<file path="src/design/fce_pkg.sv">
// Shared types and constants for the FAT16 chain extent builder.
package fce_pkg;

	localparam logic [15:0] END_MARK     = 16'hFFF8;
	localparam int          RESULT_LIMIT = 16;

	localparam logic [1:0] ST_END = 2'd0;
	localparam logic [1:0] ST_CAP = 2'd1;
	localparam logic [1:0] ST_OOR = 2'd2;

	typedef enum logic [1:0] {
		EMIT_MID,
		EMIT_END,
		EMIT_CAP,
		EMIT_OOR
	} emit_kind_t;

	typedef struct packed {
		logic       load;
		logic       start;
		logic       read;
		logic       advance;
		logic       emit;
		emit_kind_t kind;
	} fce_cmd_t;

	typedef struct packed {
		logic beyond;
		logic end_mark;
		logic consec;
		logic cap_full;
		logic out_free;
	} fce_stat_t;

endpackage

</file>
<file path="src/design/fce_ctrl.sv">
// Walk controller: sequences table loads, chain fetches and extent emission.
module fce_ctrl (
	input  logic              clk,
	input  logic              arst_n,
	input  logic              in_valid,
	input  logic              mode,
	output logic              in_ready,
	input  fce_pkg::fce_stat_t stat,
	output fce_pkg::fce_cmd_t  cmd
);
	import fce_pkg::*;

	typedef enum logic [1:0] {
		S_IDLE,
		S_FETCH,
		S_EVAL
	} state_t;

	state_t state_q;

	assign in_ready = (state_q == S_IDLE);

	always_comb begin
		cmd = '0;
		cmd.kind = EMIT_MID;
		case (state_q)
			S_IDLE: begin
				if (in_valid) begin
					cmd.load  = ~mode;
					cmd.start = mode;
				end
			end
			S_FETCH: begin
				if (stat.beyond) begin
					cmd.emit = stat.out_free;
					cmd.kind = EMIT_OOR;
				end else begin
					cmd.read = 1'b1;
				end
			end
			S_EVAL: begin
				if (stat.end_mark) begin
					cmd.emit = stat.out_free;
					cmd.kind = EMIT_END;
				end else if (stat.consec) begin
					cmd.advance = 1'b1;
				end else if (stat.cap_full) begin
					cmd.emit = stat.out_free;
					cmd.kind = EMIT_CAP;
				end else begin
					cmd.emit = stat.out_free;
					cmd.kind = EMIT_MID;
				end
			end
			default: ;
		endcase
	end

	always_ff @(posedge clk or negedge arst_n) begin
		if (!arst_n) begin
			state_q <= S_IDLE;
		end else begin
			case (state_q)
				S_IDLE: begin
					if (cmd.start) state_q <= S_FETCH;
				end
				S_FETCH: begin
					if (cmd.read) state_q <= S_EVAL;
					else if (cmd.emit) state_q <= S_IDLE;
				end
				S_EVAL: begin
					if (cmd.advance) state_q <= S_FETCH;
					else if (cmd.emit) begin
						state_q <= (cmd.kind == EMIT_MID) ? S_FETCH : S_IDLE;
					end
				end
				default: state_q <= S_IDLE;
			endcase
		end
	end

endmodule

</file>
<file path="config.mk">
export PLATFORM = sky130hd
export DESIGN_NAME = fce_ctrl
export DESIGN_NICKNAME = d
export VERILOG_FILES = /design/src/design/fce_pkg.sv /design/src/design/fce_ctrl.sv
export SDC_FILE = /design/constraint.sdc
export NUM_CORES = 1
export LEC_CHECK = 0
export BUFFER_PORTS_ARGS = -buffer_cell sky130_fd_sc_hd__clkbuf_2
export CELL_PAD_IN_SITES_DETAIL_PLACEMENT = 1
export CELL_PAD_IN_SITES_GLOBAL_PLACEMENT = 2
export CORE_MARGIN = 2
export CORE_UTILIZATION = 21
export CTS_CLUSTER_SIZE = 12
export DETAILED_ROUTE_END_ITERATION = 10
export MAX_ROUTING_LAYER = met4
export PLACE_DENSITY_LB_ADDON = 0.1
export SLEW_MARGIN = 30
export SYNTH_ARGS = -nofsm -noshare
export SYNTH_HDL_FRONTEND = slang
export SYNTH_SLANG_ARGS = --single-unit
export TNS_END_PERCENT = 10
</file>
<file path="constraint.sdc">
create_clock -name clk -period 4.1 [get_ports clk]
set_input_delay 0.205 -clock clk [delete_from_list [all_inputs] [get_ports clk]]
set_output_delay 0.205 -clock clk [all_outputs]
set_load 0.05 [all_outputs]
</file>
==> results of run 1 <==
[worst min path at each step]
stage,from,endpoint,slack (ns),depth (start not counted)
2_1_floorplan,arst_n,state_q[0],-0.09,0
3_3_place_gp,arst_n,state_q[0],-0.007,1
3_5_place_dp,arst_n,state_q[1],-0.005,1
4_1_cts,arst_n,state_q[0],0.32,2
5_1_grt,arst_n,state_q[1],0.32,2
6_report,arst_n,state_q[0],0.32,2
[routing by layer]
metal | wire length [um] | vias up | track usage
met5 | 0 | - | -
met4 | 0 | 0 | 0.0500
met3 | 51 | 0 | 0.0167
met2 | 412 | 12 | 0.218
met1 | 350 | 147 | 0.143
li1 | - | 155 | -
[worst max-delay path, cell delays in order (launching register included)]
cell and delay (ns):
dfrtp_1 0.39, inv_1 0.08, ha_1 0.25, and2b_2 0.22
a32oi_1 0.19, nor2_1 0.06, clkbuf_2 0.23
[final cells by class]
class	count	area, um^2
inverter	4	15.0
multi-input combinational	28	210
tap	15	18.8
clock buffer	3	22.5
timing repair buffer	17	90.1
sequential	2	50.0
fill	173	862
[cell usage in the layout (no fill, tap or decap), drive strengths merged, types with 2 or more instances in the layout]
cell and n:
a21oi 3, ha 4, a22oi 2, o21ai 2
inv 4, clkbuf 19, dfrtp 2, nand2 3
nand2b 2, and2b 2, nor2 3, and2 2
[power by group through the flow]
stage               clock [W]  combinational, W  sequential, W
global placement            0          0.000284      0.0000396
detailed placement          0          0.000289      0.0000409
floorplan                   0          0.000229      0.0000384
CTS                 0.0000442          0.000291      0.0000407
global route        0.0000454          0.000316      0.0000422
finish              0.0000418          0.000286      0.0000405
[cell families after synthesis]
group	share of synthesized area
and+or+nand+nor	0.282
buffers and inverters	0.0545
AOI/OAI and AO/OA	0.209
muxes	0.0909
DFF	0.182
adders and majority gates	0.182
[stage by stage]
stage          std cells  total power [W]  utilization
6_report              69         0.000369        0.321
5_1_grt               69         0.000404        0.321
4_1_cts               69         0.000376        0.321
3_5_place_dp          65         0.000330        0.295
3_3_place_gp          65         0.000324        0.295
2_1_floorplan         34         0.000268            -
[repair_timing]
| item | 4_1_cts | 5_1_grt |
|---|---|---|
| setup endpoints to repair | 0 | 0 |
| hold buffers | 1 | 0 |
| hold endpoints to repair | 2 | 0 |
==> results by group, run 1 <==
Run status
  – Outcome: finished clean

Clock tree
  – Post-CTS Setup Bufs: 0
  – Clock tree from TritonCTS: done
  – Worst-path clk slew: 0.03 ns
  – CTS Sinks: 2
  – TritonCTS Buffers: 3
  – CTS Buffer Depth: 2
  – Clock Latency Late Sink: 0.22 ns
  – CTS H-tree depth: 1
  – Clk root buf: clkbuf_4
  – Resize count post-CTS: 0

Logic synthesis
  – Register area share after synthesis: 0.182
  – Mean Syn Cell Area: 8.10 um^2
  – Yosys warns: 0
  – Syn Inst Count: 34
  – Ys flop type: dfrtp_1
  – Asr flop ratio synth: 1.00
  – Leading area contributor after synthesis: dfrtp_1
  – EDFF count, synth: 0
  – Synth top cells by count: ha_1, inv_1, a21oi_1, nand2_1, nor2_1
  – Seq cells post-synth: 2
  – Mapped Area: 275 um^2
  – Post-synth top area share: 0.182
  – Net count after synthesis: 47
  – Largest cells by area after synthesis: dfrtp_1, ha_1, and2b_2, a21oi_1, inv_1
  – Netlist cell types: 18

Place
  – Dpl hpwl: 729 um
  – Post-Place Cell Area: 374 um^2
  – Post-place setup slack: 2.47 ns
  – Final GP Congestion: 0.742
  – IO buf count: 16

Worst setup path
  – Crit. End Element: output pin
  – Peak fanout along the critical path: 4
  – Crit path launch: state_q[0]
  – FF-to-FF path depth: 5
  – Reg2reg start: state_q[1]
  – CP Capture Point: cmd[1]
  – Reg2reg end: state_q[0]
  – Arrival @ worst endpoint: 1.64 ns
  – Crit Path Class: flop to output pin
  – CP Launch Type: flop
  – Worst EP required: 3.89 ns
  – FF-to-FF setup slack: 2.51 ns

Power and ir drop
  – Power per cell area: 907 nW/um^2
  – Cell-internal power: 0.000158 W
  – Clk pwr share: 0.113
  – Reg power frac: 0.110
  – P_sw: 0.000211 W
  – Leakage: 0.230 nW
  – Comb pwr share: 0.777
  – Worst IR Drop VDD: 0.000244 V
  – Net Sw Frac: 0.572

STA
  – Slew Limit Fails: 0
  – RSZ-0062 raised after global routing: no
  – Setup TNS: 0 ns
  – Worst-margin pin slew: 0.280 ns
  – Final worst path period need: 1.85 ns
  – Period utilisation layout: 0.451
  – Clock skew: 0.00126 ns
  – Post-route worst setup slack: 2.25 ns
  – Slew margin rel.: 0.814
  – Hold Violations, Final: 0
  – FMAX: 541 MHz
  – Final Setup Violations: 0
  – Hold WS: 0.318 ns

Global routing
  – Total GRT Usage: 0.125
  – Global-route wire length before repair: 1300 um
  – Overflow after GRT: 0
  – Largest net degree at the start of global routing: 6
  – Vias in the first global route: 313
  – Initial antenna violation count: 0

Routing
  – First-pass iteration count of the detailed router: 1
  – Post-DR wirelength/cell: 11.8 um
  – Vias: 314
  – DR iter-0 viols: 0
  – Antenna-violating nets left: 0
  – DRC: 0
  – Total Wirelength: 813 um
  – Vias/cell: 4.55

Floorplan
  – Initial Util: 0.217
  – Die W: 40.2 um
  – # IOs: 17
  – Die area: 1620 um^2
  – # rows: 13
  – Die H: 40.2 um
  – Core box area: 1270 um^2

Final layout
  – Top flop regs: state_q (2)
  – Fin nets: 69
  – Diodes inserted: 0
  – Biggest register: state_q
  – Max reg flops: 2
  – Share of cells above drive strength 1: 0.444
  – Area growth syn-to-layout: 47.7%
  – Post-route cell area: 407 um^2

Hold path
  – Worst hold path type: input port to async pin

Run
  – Max cap viols: 0
Note: power is estimated with default switching activity, not from simulation.
==> run 2, diff against run 1 <==
- CORE_UTILIZATION: 21 -> 19
- clock period: 4.1 -> 1.78 ns (I/O delays scaled with it)
==> results by group, run 2 (same netlist as run 1, synthesis figures left out) <==
STA
  – Clock skew: 0.00374 ns
  – Final Setup Violations: 0
  – FMAX: 599 MHz
  – Final worst path period need: 1.67 ns
  – Slew Limit Fails: 0
  – Post-route worst setup slack: 0.110 ns
  – Slew margin rel.: 0.813
  – Worst-margin pin slew: 0.282 ns
  – Hold Violations, Final: 0
  – RSZ-0062 raised after global routing: no
  – Setup TNS: 0 ns
  – Period utilisation layout: 0.938

Worst setup path
  – Worst EP required: 1.69 ns
  – CP Cell Sequence: inv_1, ha_2, and2b_2, a32oi_1, nor2_1, clkbuf_4
  – Arrival @ worst endpoint: 1.58 ns
  – Crit-path leading delay family: flip-flops
  – CP Launch Type: flop
  – Slowest Stage Delay on Critical Path: 0.39 ns
  – Crit. End Element: output pin
  – Crit Path Class: flop to output pin
  – Peak fanout along the critical path: 4
  – Max stage delay cell, worst path: dfrtp_1
  – WP buf/inv: 2

Floorplan
  – Die area: 1770 um^2
  – # rows: 13
  – Initial Util: 0.206
  – Die W: 42.1 um
  – # IOs: 17
  – Die H: 42.1 um
  – Core box area: 1330 um^2

Run status
  – Outcome: finished clean

Final layout
  – Max reg flops: 2
  – Most common cell after layout, fill and taps aside: clkbuf_2
  – Diodes inserted: 0
  – Most frequent cells in the layout: clkbuf_2, inv_1, clkbuf_4
  – Post-route cell area: 422 um^2
  – Share of cells above drive strength 1: 0.491
  – Fillers: 175
  – Top flop regs: state_q (2)
  – Biggest register: state_q
  – Fin nets: 70
  – Area growth syn-to-layout: 53.2%

Routing
  – Post-DR wirelength/cell: 10.7 um
  – First-pass iteration count of the detailed router: 2
  – DR iter-0 viols: 4
  – Antenna-violating nets left: 0
  – DRC: 0
  – Vias: 311
  – Total Wirelength: 752 um
  – Vias/cell: 4.44

Global routing
  – Initial antenna violation count: 0
  – Overflow after GRT: 0
  – Global-route wire length before repair: 1190 um
  – Largest net degree at the start of global routing: 6
  – Vias in the first global route: 298
  – Total GRT Usage: 0.0917

Place
  – Post-place setup slack: 0.210 ns
  – Final GP Congestion: 0.680
  – IO buf count: 16
  – Post-Place Cell Area: 377 um^2

Clock tree
  – Worst-path clk slew: 0.03 ns
  – Clock Latency Late Sink: 0.23 ns
  – TritonCTS Buffers: 3
  – CTS Sinks: 2
  – CTS H-tree depth: 1
  – Clock tree from TritonCTS: done
  – Clk root buf: clkbuf_4
  – CTS Buffer Depth: 2

Power and ir drop
  – Worst IR Drop VDD: 0.000618 V
  – Leakage: 0.234 nW
  – Power per cell area: 2050 nW/um^2

Run
  – Max cap viols: 0

Hold path
  – Worst hold path type: input port to async pin
## run 2: cell types whose count changed in the layout (fill, tap and decap cells not counted)
cell,previous run,this run
clkbuf_2,16,14
buf_2,0,1
buf_4,0,1
clkbuf_4,3,4
ha_1,4,3
ha_2,0,1
nor2_1,3,2
nor2_2,0,1
## run 2: metal layers
layer,track usage,wire length (um),vias to the layer above,part of all wire
met3,0.0172,46,2,0.061
li1,-,-,159,-
met2,0.134,326,15,0.43
met5,-,0,-,0
met4,0.0563,21,0,0.028
met1,0.115,357,135,0.47
## run 2: where the power goes
part	internal, W	switching [W]
Clock	0.0000744	0.0000265
Sequential	0.0000709	0.0000236
Combinational	0.000237	0.000433
Total	0.000382	0.000483
## run 2: worst paths after layout
check / depth (start not counted) / slack (ns) / to / startpoint
min: 2 / 0.18 / state_q[0] / arst_n
max reg2reg: 5 / 0.23 / state_q[0] / state_q[0]
min reg2reg: 2 / 0.62 / state_q[1] / state_q[1]
max in group asynchronous: 2 / 1.49 / state_q[1] / arst_n
min in group clk: 4 / 0.24 / state_q[1] / stat[4]
max: 6 / 0.11 / cmd[1] / state_q[0]
## run 2: cell type report
type / count / area [um^2] / area share
multi-input combinational: 28 / 215 / 0.510
timing repair buffer: 18 / 100 / 0.237
sequential: 2 / 50.0 / 0.119
clock buffer: 3 / 22.5 / 0.0534
tap: 15 / 18.8 / 0.0445
inverter: 4 / 15.0 / 0.0356
## run 2: per-stage QoR
stage               cells  utilization  hold slack [ns]  total power (W)
CTS                    69        0.309            0.174         0.000867
detailed placement     65        0.282           -0.122         0.000749
global placement       65        0.282           -0.124         0.000749
global route           70        0.316            0.211         0.000938
finish                 70        0.316            0.182         0.000865
floorplan              34            -           -0.207         0.000618
## run 2: worst reg2reg max path, cell delays in order, from the launching register on
cell	delay [ns]
dfrtp_1	0.39
inv_1	0.08
ha_1	0.31
and2_1	0.16
o21ai_2	0.18
mux2_4	0.32
## run 2: repair_timing
action,CTS,global route
hold endpoints to repair,2,0
pin swaps,0,0
endpoints found under the setup margin,1,2
resized for setup,1,2
hold buffers,1,0
setup buffers,0,1
==> run 3, diff against run 2 <==
- BUFFER_PORTS_ARGS: -buffer_cell sky130_fd_sc_hd__clkbuf_2 -> not set
- CORE_AREA: not set -> 2 2 39 41
- CORE_MARGIN: 2 -> not set
- CORE_UTILIZATION: 19 -> not set
- DIE_AREA: not set -> 0 0 41 43
- DONT_BUFFER_PORTS: not set -> 1
- SETUP_SLACK_MARGIN: not set -> 0.1
==> results by group, run 3 (same netlist as run 1, synthesis figures left out) <==
Final layout
  – Share of cells above drive strength 1: 0.422
  – Fin nets: 60
  – Most frequent cells in the layout: inv_1, buf_4, nand2_1, a21oi_1, clkbuf_4
  – Final cell count without fillers: 61
  – Diodes inserted: 0
  – Biggest register: state_q
  – Area growth syn-to-layout: 58.2%
  – Fillers: 170
  – Max reg flops: 2
  – Top flop regs: state_q (2)

Floorplan
  – Die W: 41 um
  – Core box area: 1380 um^2
  – Initial Util: 0.199
  – # rows: 14
  – # IOs: 17
  – Die H: 43 um
  – Die area: 1760 um^2

Run
  – Max cap viols: 0

Clock tree
  – CTS Buffer Depth: 2
  – TritonCTS Buffers: 3
  – Worst-path clk slew: 0.03 ns
  – CTS Sinks: 2
  – Clock tree from TritonCTS: done
  – Clk root buf: clkbuf_4
  – Clock Latency Late Sink: 0.22 ns
  – CTS H-tree depth: 1

Place
  – Cell count after placement: 56
  – Dpl hpwl: 631 um
  – Post-place setup slack: 0.229 ns
  – IO buf count: 0
  – Final GP Congestion: 0.631

Routing
  – Vias/cell: 4.51
  – Total Wirelength: 731 um
  – First-pass iteration count of the detailed router: 2
  – Antenna-violating nets left: 0
  – Vias: 275
  – Post-DR wirelength/cell: 12.0 um
  – DRC: 0
  – DR iter-0 viols: 5

Worst setup path
  – Peak fanout along the critical path: 4
  – Crit Path Class: flop to output pin
  – CP Launch Type: flop
  – Crit. End Element: output pin
  – Worst EP required: 1.69 ns
  – Arrival @ worst endpoint: 1.53 ns

Run status
  – Outcome: finished clean

STA
  – Hold WS: 0.0771 ns
  – Final worst path period need: 1.61 ns
  – FMAX: 619 MHz
  – Slew Limit Fails: 0
  – Post-route worst setup slack: 0.166 ns
  – Clock skew: 0.00163 ns
  – Hold Violations, Final: 0
  – Period utilisation layout: 0.907
  – Final Setup Violations: 0
  – Slew margin rel.: 0.674
  – Setup TNS: 0 ns
  – Worst-margin pin slew: 0.492 ns
  – RSZ-0062 raised after global routing: yes

Power and ir drop
  – Leakage: 0.203 nW
  – Tot Pwr: 0.000950 W
  – Power per cell area: 2180 nW/um^2
  – Worst IR Drop VDD: 0.000537 V

Global routing
  – Initial antenna violation count: 0
  – Vias in the first global route: 280
  – Overflow after GRT: 0
  – Largest net degree at the start of global routing: 6
  – Global-route wire length before repair: 1220 um
  – Total GRT Usage: 0.106

Hold path
  – Worst hold path type: input port to flop
## run 3: cell types whose count changed in the layout (fill, tap and decap cells not counted), sizes merged
cell | previous run | this run
clkbuf | 18 | 3
buf | 2 | 7
## run 3: power by group
part	switching [W]	total, W	internal (W)
Combinational	0.000453	0.000754	0.000301
Sequential	0.0000272	0.0000981	0.0000709
Clock	0.0000238	0.0000980	0.0000742
## run 3: metrics by stage
stage / utilization / cell area (um^2)
floorplan: - / 278
global placement: 0.266 / 368
detailed placement: 0.266 / 368
CTS: 0.294 / 407
global route: 0.315 / 435
finish: 0.315 / 435
## run 3: worst max-delay path, stage by stage, from the launching register on
cell and delay, ns:
dfrtp_1 0.40, inv_1 0.13, ha_4 0.17, and2b_2 0.17
and2_1 0.44
## run 3: cell type report
cell class	instances	area, um^2	share of cell area
clock buffer	3	22.5	0.0517
inverter	4	15.0	0.0345
multi-input combinational	28	236	0.543
sequential	2	50.0	0.115
tap	16	20.0	0.0460
timing repair buffer	8	91.3	0.210
## run 3: final timing paths
| kind | to | slack, ns | startpoint | cells after the start |
|---|---|---|---|---|
| setup / recovery | cmd[3] | 0.17 | state_q[0] | 4 |
| hold / removal | state_q[1] | 0.08 | stat[4] | 3 |
| setup reg to reg | state_q[0] | 0.19 | state_q[1] | 5 |
| hold reg to reg | state_q[0] | 0.57 | state_q[0] | 1 |
| max in group asynchronous | state_q[1] | 1.55 | arst_n | 1 |
| min in group asynchronous | state_q[0] | 0.10 | arst_n | 1 |
## run 3: what timing repair did
item	CTS	global route
buffers inserted	0	1
hold endpoints to repair	2	0
hold buffers	1	0
gates resized for setup	2	4
pin swaps	1	0
endpoints found under the setup margin	2	3
## run 3: metal layers
layer	GRT usage	up-vias	routed length [um]
li1	-	138	-
met1	0.128	131	278
met2	0.159	6	418
met3	0	0	34
met4	0.0800	0	0
met5	-	-	0
